$ cat src/rtl/assert_macros.svh
// ----------------------------------------------------------------------------
// Assertion macros
// Shared wrappers for the concurrent assertions of the shader core.
// ----------------------------------------------------------------------------
`ifndef ASSERT_MACROS_SVH
`define ASSERT_MACROS_SVH

// Whenever the antecedent holds, the consequent must hold in the same cycle.
`define ASSERT_IMPLIES(label, clk, rst_n, pre, post, msg) \
	label: assert property (@(posedge clk) disable iff (!rst_n) (pre) |-> (post)) else $error(msg);

// The condition must never hold outside reset.
`define ASSERT_NEVER(label, clk, rst_n, cond, msg) \
	label: assert property (@(posedge clk) disable iff (!rst_n) !(cond)) else $error(msg);

`endif

$ cat src/rtl/ags_pkg.sv
// ----------------------------------------------------------------------------
// Alpha gradient shader package
// Shared constants, codes and types of the alpha gradient shader core.
// ----------------------------------------------------------------------------
package ags_pkg;

	// Largest frame dimension; larger programmed sizes saturate to this.
	localparam int unsigned MAX_DIM = 4096;

	// Register field widths.
	localparam int unsigned DIM_W   = 13;
	localparam int unsigned CFG_W   = 13;
	localparam int unsigned INDEX_W = 3;

	// Pipeline latency from an accepted start to the result strobe.
	localparam int unsigned LATENCY = 9;

	// Configuration register indexes.
	localparam logic [INDEX_W-1:0] REG_SHADE_MODE   = 3'd0;
	localparam logic [INDEX_W-1:0] REG_BASE_ALPHA   = 3'd1;
	localparam logic [INDEX_W-1:0] REG_FRAME_HEIGHT = 3'd2;
	localparam logic [INDEX_W-1:0] REG_FRAME_WIDTH  = 3'd3;
	localparam logic [INDEX_W-1:0] REG_ALPHA_LANE   = 3'd4;

	// Shading mode codes; the unused codes behave as the constant mode.
	localparam logic [2:0] MODE_VFADE  = 3'd0;
	localparam logic [2:0] MODE_SLOPE  = 3'd1;
	localparam logic [2:0] MODE_CONST  = 3'd2;
	localparam logic [2:0] MODE_HFADE  = 3'd3;
	localparam logic [2:0] MODE_HFADE5 = 3'd4;
	localparam logic [2:0] MODE_RAMP   = 3'd5;

	// Zone of the three-zone ramp in which a column falls.
	typedef enum logic [1:0] {
		ZONE_LOW,
		ZONE_MID,
		ZONE_HIGH
	} zone_t;

endpackage

$ cat src/rtl/alpha_gradient_shader_core.sv
// ----------------------------------------------------------------------------
// Alpha gradient shader core
// Scales the alpha byte of each pixel by a positional gradient factor.
// ----------------------------------------------------------------------------
// The core takes one pixel per clock: busy is always low, so a transaction is
// accepted at every edge where start is high. Each result appears on pixel_out
// for exactly one cycle, marked by done; the receiver cannot stall, so results
// must be captured when done is high. In the nine-stage pipeline, the gradient
// divider resolves three quotient bits in each of three stages. Configuration
// should only be written while no transaction is in flight.
`include "assert_macros.svh"

module alpha_gradient_shader_core (
	input  logic                         clk,
	input  logic                         arst_n,
	input  logic                         cfg_we,
	input  logic [ags_pkg::INDEX_W-1:0]  cfg_index,
	input  logic [ags_pkg::CFG_W-1:0]    cfg_wdata,
	input  logic                         start,
	output logic                         busy,
	input  logic [31:0]                  pixel_in,
	input  logic [11:0]                  row,
	input  logic [11:0]                  col,
	output logic                         done,
	output logic [31:0]                  pixel_out
);
	import ags_pkg::*;

	// Configuration registers.
	logic [2:0]       shade_mode_q;
	logic [7:0]       base_alpha_q;
	logic [DIM_W-1:0] frame_height_q;
	logic [DIM_W-1:0] frame_width_q;
	logic [1:0]       alpha_lane_q;

	// Valid bits of the pipeline.
	logic v_s1, v_s2, v_s3, v_s4, v_s5, v_s6, v_s7, v_s8, done_q;

	// Payload registers.
	logic [31:0] pix_s1, pix_s2, pix_s3, pix_s4, pix_s5, pix_s6, pix_s7, pix_s8;
	logic [31:0] pixel_out_q;
	logic        neg_s1, neg_s2, neg_s3, neg_s4, neg_s5, neg_s6;
	zone_t       zone_s1, zone_s2, zone_s3, zone_s4, zone_s5, zone_s6;
	logic [15:0] d_s1, d_s2, d_s3, d_s4, d_s5;
	logic [8:0]  m_s1;
	logic [15:0] mag_s1;
	logic [24:0] n_s2;
	logic [24:0] rem_s3, rem_s4, rem_s5;
	logic        sat_s3, sat_s4, sat_s5, sat_s6;
	logic [8:0]  q_s4, q_s5, q_s6;
	logic [7:0]  f_s7;
	logic [15:0] prod_s8;

	// Three restoring division steps, quotient bits top down to top-2.
	function automatic logic [33:0] div3(logic [24:0] rem_in, logic [8:0] q_in,
			logic [15:0] d, int unsigned top);
		logic [24:0] rem;
		logic [8:0]  q;
		logic [25:0] dsh;
		rem = rem_in;
		q   = q_in;
		for (int unsigned i = 0; i < 3; i++) begin
			dsh = 26'(d) << (top - i);
			if ({1'b0, rem} >= dsh) begin
				rem = rem - dsh[24:0];
				q[top - i] = 1'b1;
			end
		end
		return {q, rem};
	endfunction

	assign busy = 1'b0;

	// Configuration writes.
	always_ff @(posedge clk or negedge arst_n) begin
		if (!arst_n) begin
			shade_mode_q   <= MODE_VFADE;
			base_alpha_q   <= 8'd255;
			frame_height_q <= 13'd512;
			frame_width_q  <= 13'd512;
			alpha_lane_q   <= 2'd3;
		end else if (cfg_we) begin
			case (cfg_index)
				REG_SHADE_MODE:   shade_mode_q   <= cfg_wdata[2:0];
				REG_BASE_ALPHA:   base_alpha_q   <= cfg_wdata[7:0];
				REG_FRAME_HEIGHT: frame_height_q <= cfg_wdata;
				REG_FRAME_WIDTH:  frame_width_q  <= cfg_wdata;
				REG_ALPHA_LANE:   alpha_lane_q   <= cfg_wdata[1:0];
				default: ;
			endcase
		end
	end

	// Effective frame dimensions: zero reads as one, oversize saturates.
	logic [DIM_W-1:0] h_eff, w_eff, w3;
	logic [DIM_W:0]   w3x2;
	logic [16:0]      h10, r11;
	logic [25:0]      w3_prod;

	always_comb begin
		if (frame_height_q == '0)
			h_eff = DIM_W'(1);
		else if (frame_height_q > DIM_W'(MAX_DIM))
			h_eff = DIM_W'(MAX_DIM);
		else
			h_eff = frame_height_q;
		if (frame_width_q == '0)
			w_eff = DIM_W'(1);
		else if (frame_width_q > DIM_W'(MAX_DIM))
			w_eff = DIM_W'(MAX_DIM);
		else
			w_eff = frame_width_q;
		h10     = 17'(h_eff) * 17'd10;
		r11     = 17'(row) * 17'd11;
		w3_prod = 26'(w_eff) * 26'd2731;
		w3      = w3_prod[25:13];
		w3x2    = {w3, 1'b0};
	end

	// Stage 1 operands: signed position term, multiplicand and divisor.
	logic signed [17:0] sdiff;
	logic [8:0]         m_c;
	logic [15:0]        d_c;
	zone_t              zone_c;
	logic [17:0]        mag_c;

	always_comb begin
		sdiff  = '0;
		m_c    = {1'b0, base_alpha_q};
		d_c    = 16'(w_eff);
		zone_c = ZONE_MID;
		case (shade_mode_q)
			MODE_VFADE: begin
				sdiff = $signed(18'(h_eff)) - $signed(18'(row));
				m_c   = 9'(base_alpha_q) + 9'd255;
				d_c   = 16'(h_eff);
			end
			MODE_SLOPE: begin
				sdiff = $signed({1'b0, h10}) - $signed({1'b0, r11});
				d_c   = h10[15:0];
			end
			MODE_HFADE, MODE_HFADE5: begin
				sdiff = $signed(18'(w_eff)) - $signed(18'(col));
			end
			MODE_RAMP: begin
				if (13'(col) < w3) begin
					sdiff  = $signed(18'(col));
					zone_c = ZONE_LOW;
				end else if (14'(col) > w3x2) begin
					sdiff  = $signed(18'(w_eff)) - $signed(18'(col));
					zone_c = ZONE_HIGH;
				end
			end
			default: ;
		endcase
		mag_c = sdiff[17] ? 18'(-sdiff) : 18'(sdiff);
	end

	// Stage 6 to 7: gradient factor from the quotient, clamped to 5..255.
	logic [8:0]         qm;
	logic signed [11:0] qsgn;
	logic signed [11:0] fs;
	logic [17:0]        p5;

	always_comb begin
		qm   = sat_s6 ? 9'h1FF : q_s6;
		qsgn = neg_s6 ? -$signed(12'(qm)) : $signed(12'(qm));
		p5   = 18'(qm) * 18'd205;
		case (shade_mode_q)
			MODE_VFADE:  fs = 12'sd50 + qsgn;
			MODE_SLOPE,
			MODE_HFADE:  fs = qsgn;
			MODE_HFADE5: fs = neg_s6 ? 12'sd0 : $signed(12'(p5[17:10]));
			MODE_RAMP: begin
				if (zone_s6 == ZONE_MID)
					fs = 12'sd100 + $signed(12'(base_alpha_q));
				else
					fs = 12'sd100 + qsgn * 12'sd3;
			end
			default:     fs = $signed(12'(base_alpha_q));
		endcase
	end

	// Stage 7 to 8: alpha byte times factor.
	logic [4:0] lane_sh;
	logic [7:0] pa;

	assign lane_sh = {alpha_lane_q, 3'b000};
	assign pa      = pix_s7[lane_sh +: 8];

	// Stage 8 to output: divide by 255 and merge the new alpha byte.
	logic [16:0] na_sum;
	logic [7:0]  na;

	assign na_sum = 17'(prod_s8) + 17'd1 + 17'(prod_s8[15:8]);
	assign na     = na_sum[15:8];

	// Valid bits move one stage per clock.
	always_ff @(posedge clk or negedge arst_n) begin
		if (!arst_n) begin
			v_s1   <= 1'b0;
			v_s2   <= 1'b0;
			v_s3   <= 1'b0;
			v_s4   <= 1'b0;
			v_s5   <= 1'b0;
			v_s6   <= 1'b0;
			v_s7   <= 1'b0;
			v_s8   <= 1'b0;
			done_q <= 1'b0;
		end else begin
			v_s1   <= start && !busy;
			v_s2   <= v_s1;
			v_s3   <= v_s2;
			v_s4   <= v_s3;
			v_s5   <= v_s4;
			v_s6   <= v_s5;
			v_s7   <= v_s6;
			v_s8   <= v_s7;
			done_q <= v_s8;
		end
	end

	// Datapath registers.
	always_ff @(posedge clk) begin
		// Stage 1: operands.
		pix_s1  <= pixel_in;
		neg_s1  <= sdiff[17];
		mag_s1  <= mag_c[15:0];
		m_s1    <= m_c;
		d_s1    <= d_c;
		zone_s1 <= zone_c;
		// Stage 2: numerator magnitude.
		pix_s2  <= pix_s1;
		neg_s2  <= neg_s1;
		n_s2    <= 25'(m_s1) * 25'(mag_s1);
		d_s2    <= d_s1;
		zone_s2 <= zone_s1;
		// Stage 3: overflow check of the nine-bit quotient.
		pix_s3  <= pix_s2;
		neg_s3  <= neg_s2;
		rem_s3  <= n_s2;
		sat_s3  <= {1'b0, n_s2} >= {1'b0, d_s2, 9'b0};
		d_s3    <= d_s2;
		zone_s3 <= zone_s2;
		// Stages 4 to 6: three quotient bits each.
		pix_s4  <= pix_s3;
		neg_s4  <= neg_s3;
		{q_s4, rem_s4} <= div3(rem_s3, 9'd0, d_s3, 8);
		sat_s4  <= sat_s3;
		d_s4    <= d_s3;
		zone_s4 <= zone_s3;
		pix_s5  <= pix_s4;
		neg_s5  <= neg_s4;
		{q_s5, rem_s5} <= div3(rem_s4, q_s4, d_s4, 5);
		sat_s5  <= sat_s4;
		d_s5    <= d_s4;
		zone_s5 <= zone_s4;
		pix_s6  <= pix_s5;
		neg_s6  <= neg_s5;
		q_s6    <= 9'(div3(rem_s5, q_s5, d_s5, 2) >> 25);
		sat_s6  <= sat_s5;
		zone_s6 <= zone_s5;
		// Stage 7: clamped factor.
		pix_s7  <= pix_s6;
		if (fs < 12'sd5)
			f_s7 <= 8'd5;
		else if (fs > 12'sd255)
			f_s7 <= 8'd255;
		else
			f_s7 <= fs[7:0];
		// Stage 8: product.
		pix_s8  <= pix_s7;
		prod_s8 <= 16'(pa) * 16'(f_s7);
		// Output register.
		pixel_out_q <= (pix_s8 & ~(32'hFF << lane_sh)) | (32'(na) << lane_sh);
	end

	assign done      = done_q;
	assign pixel_out = pixel_out_q;

	// Checks.
	`ASSERT_IMPLIES(a_done_from_start, clk, arst_n, done, $past(start, LATENCY), "done without a matching start")
	`ASSERT_IMPLIES(a_factor_range, clk, arst_n, v_s8, (f_s7 >= 8'd5), "gradient factor below five")
	`ASSERT_NEVER(a_never_busy, clk, arst_n, busy, "busy raised by a fully pipelined core")

endmodule
$ cat config.mk
export PLATFORM = sky130hd
export DESIGN_NAME = alpha_gradient_shader_core
export DESIGN_NICKNAME = d
export VERILOG_FILES = /design/src/rtl/ags_pkg.sv /design/src/rtl/alpha_gradient_shader_core.sv
export VERILOG_INCLUDE_DIRS = /design/src /design/src/rtl
export SDC_FILE = /design/constraint.sdc
export NUM_CORES = 2
export LEC_CHECK = 0
export ABC_CLOCK_PERIOD_IN_PS = 8500
export BUFFER_PORTS_ARGS = -buffer_cell sky130_fd_sc_hd__clkbuf_2
export CORE_UTILIZATION = 32
export CTS_BUF_LIST = sky130_fd_sc_hd__clkbuf_16
export CTS_CLUSTER_DIAMETER = 60
export DETAILED_ROUTE_END_ITERATION = 10
export PLACE_DENSITY = 0.5
export SLEW_MARGIN = 30
export SYNTH_ARGS = -nofsm -noshare
export SYNTH_HDL_FRONTEND = slang
export SYNTH_SLANG_ARGS = --single-unit
$ cat constraint.sdc
create_clock -name clk -period 8.5 [get_ports clk]
set_input_delay 1.7 -clock clk [delete_from_list [all_inputs] [get_ports clk]]
set_output_delay 1.7 -clock clk [all_outputs]
set_load 0.1 [all_outputs]
==> flow_metrics.env <==
export IMPL_run_status="complete, no violations"
export IMPL_overflow=0
export IMPL_synth_area_top_cells="dfxtp_1 (29%), ha_1 (16%), fa_1 (12%)"
export IMPL_rsz0062_at_grt="yes"
export IMPL_dpl_cell_count=5906
export IMPL_fin_area_um2=45000
export IMPL_syn_inst=4134
export IMPL_max_freq_ghz=0.122
export IMPL_finalWorstSetupSlack_ns=0.317
export IMPL_cts_sinks=605
export IMPL_cts_inserted_buffers=69
export IMPL_port_buffers=108
export IMPL_placed_cell_area_um2=42300
export IMPL_syn_cell_area_um2=39000
export IMPL_gr_usage_all_layers=0.162
export IMPL_final_cells=6035
export IMPL_viasPerCell=4.69
export IMPL_grt_antenna_before_repair=0
export IMPL_cts_root_buf="clkbuf_16"
export IMPL_cp_required_ns=9.02
export IMPL_endpoint_kind="flip-flop"
export IMPL_hold_path_class="flip-flop to flip-flop"
export IMPL_synth_area_per_cell_um2=9.44
export IMPL_wl_per_cell_um=16.3
export IMPL_cp_slowest_cell="fa_1"
export IMPL_die_area_um2=123000
export IMPL_synth_top_area_share=0.286
export IMPL_drive_gt1_frac=0.125
export IMPL_preCtsSetupSlack_ns=-0.214
export IMPL_finalHoldViolations=0
export IMPL_h_tree_depth=3
export IMPL_initial_core_util=0.324
export IMPL_final_nets=5185
export IMPL_critical_path_peak_fanout=5
export IMPL_finalCritPeriodShare=0.963
export IMPL_synthToLayoutAreaGrowth_pct=15.2
export IMPL_yosys_area_top_type="dfxtp_1"
export IMPL_ys_warn_count=0
export IMPL_grt_max_degree=49
export IMPL_grt_pass1_wl_mm=157
export IMPL_worstSkewPairLatency_ns=0.63
export IMPL_drt_initial_drc_count=1403
export IMPL_core_um2=120000
export IMPL_synth_seq_area_share=0.317
export IMPL_hpwlAfterDp_mm=81.4
export IMPL_synth_seq_cells=605
export IMPL_drc=0
export IMPL_path_class="flip-flop to flip-flop"
export IMPL_antennaDiodeCount=0
export IMPL_slowest_delay_ns=0.54
export IMPL_maxCapViolCount=0
export IMPL_ant_nets=0
export IMPL_cp_start_kind="flip-flop"
export IMPL_clk_pin_slew_worst_paths_ns=0.06
export IMPL_via_count=28300
export IMPL_pin_count=110
export IMPL_path_common_cell="inv_1"
export IMPL_firstDrtPassIters=7
export IMPL_slew_viol_final=0
export IMPL_period_needed_ns=8.18
export IMPL_cts_tree="built"
export IMPL_setup_viol=0
export IMPL_finalWeightedCongestion=0.873
export IMPL_clk_path_buf_depth=3
export IMPL_die_h_um=351
export IMPL_ys_types=103
export IMPL_grt_pass1_vias=28400
export IMPL_clock_skew_ns=0.0513
export IMPL_fp_row_count=127
export IMPL_slew_headroom=0.352
export IMPL_die_x_um=351
export IMPL_synth_main_ff_cell="dfxtp_1"
export IMPL_synthArstFlopShare=0.0793
export IMPL_cp_arrival_ns=8.71
export IMPL_whs_ns=0.315
export IMPL_worst_slew_pin_slew_ns=0.960
export IMPL_wirelength_mm=98.4
export IMPL_synth_edf_count=0
## final timing paths
kind	end	depth (start not counted)	start	slack (ns)
hold / removal	pix_s5[13]	0	pix_s4[13]	0.31
setup / recovery	mag_s1[14]	39	frame_width_q[3]	0.32
min in group asynchronous	shade_mode_q[1]	2	arst_n	1.18
max in group asynchronous	frame_width_q[12]	2	arst_n	6.78
setup reg to reg	mag_s1[14]	39	frame_width_q[3]	0.32
hold reg to reg	pix_s5[13]	0	pix_s4[13]	0.31
## area by class of cell
type	instances	area [µm²]
flip-flops and latches	605	12400
repair buffers	256	1690
clock inverters	51	505
multi-input cells	2870	24500
inverters	572	2150
fillers	12300	75500
clock buffers	69	1730
well taps	1612	2020
## state kept, by name (all words and copies together) (netlist names), 25 cells and up
register and count:
n_s2 25, pix_s1 32, pix_s2 32, pix_s3 32, pix_s4 32, pix_s5 32, pix_s6 32, pix_s7 32
pix_s8 32, pixel_out 32, rem_s3 25, rem_s4 25, rem_s5 25
## cell families after synthesis
group           share of synthesized area
fa+ha+maj                           0.279
buf+inv                            0.0642
other cells                     0.0000961
flops                               0.317
simple gates                        0.128
mux                                0.0267
xor+xnor                           0.0547
compound gates                      0.130
## routing by layer
layer  track usage  wire [µm]  share of wire  vias up
met1         0.218      47000           0.48    13300
met2         0.270      45400           0.46      454
li1              -          -              -    14400
met4        0.0497       2770          0.028        0
met3        0.0207       3330          0.034      135
met5             0          0              0        -
## Yosys cell counts, types with 64 or more instances
master    number
xnor2_1      156
fa_1         227
nor2_1       187
xor2_1        88
ha_1         508
mux2_2        64
dfxtp_1      557
a21o_1        90
inv_1        566
o21ai_0      215
clkbuf_1      70
and2_1       113
a21oi_1      198
nand2_1      358
## timing repair
item                       CTS  global route
gates resized for setup      6            96
hold endpoints to repair     0             0
setup buffers                2             6
setup endpoints to repair   33            60
hold buffers                 0             0
pin swaps                    1            31
## cell usage in the layout, fill, tap and decap left out, types with 45 or more instances in the layout
master and count:
nand3_1 47, dfxtp_1 557, clkbuf_2 108, xnor2_1 155, ha_1 505, and2_1 111
inv_1 578, a21oi_1 185, buf_4 143, nor3_1 45, xor2_1 88, nand2_1 358
mux2_2 64, clkbuf_16 69, nor2b_1 60, fa_1 227, o21ai_0 195, a21o_1 90
nor2_1 183
## per-stage QoR
stage	TNS [ns]	utilization
final	0	0.373
after floorplan	0	-
after CTS	-0.0140	0.370
after global routing	-0.139	0.373
after detailed placement	-2.10	0.352
after global placement	-0.314	0.351
## worst max-delay path: cells and delay by family (launching register included)
family | cells | cell delay [ns]
AOI/OAI and AO/OA | 13 | 2.78
adders and majority gates | 7 | 2.48
and+or+nand+nor | 10 | 1.52
buffers and inverters | 7 | 0.59
DFF | 1 | 0.38
xor gates and xnor gates | 2 | 0.29
Power is not shown: default switching activity piles up to over one toggle a cycle in this logic, so the estimate is an artifact.
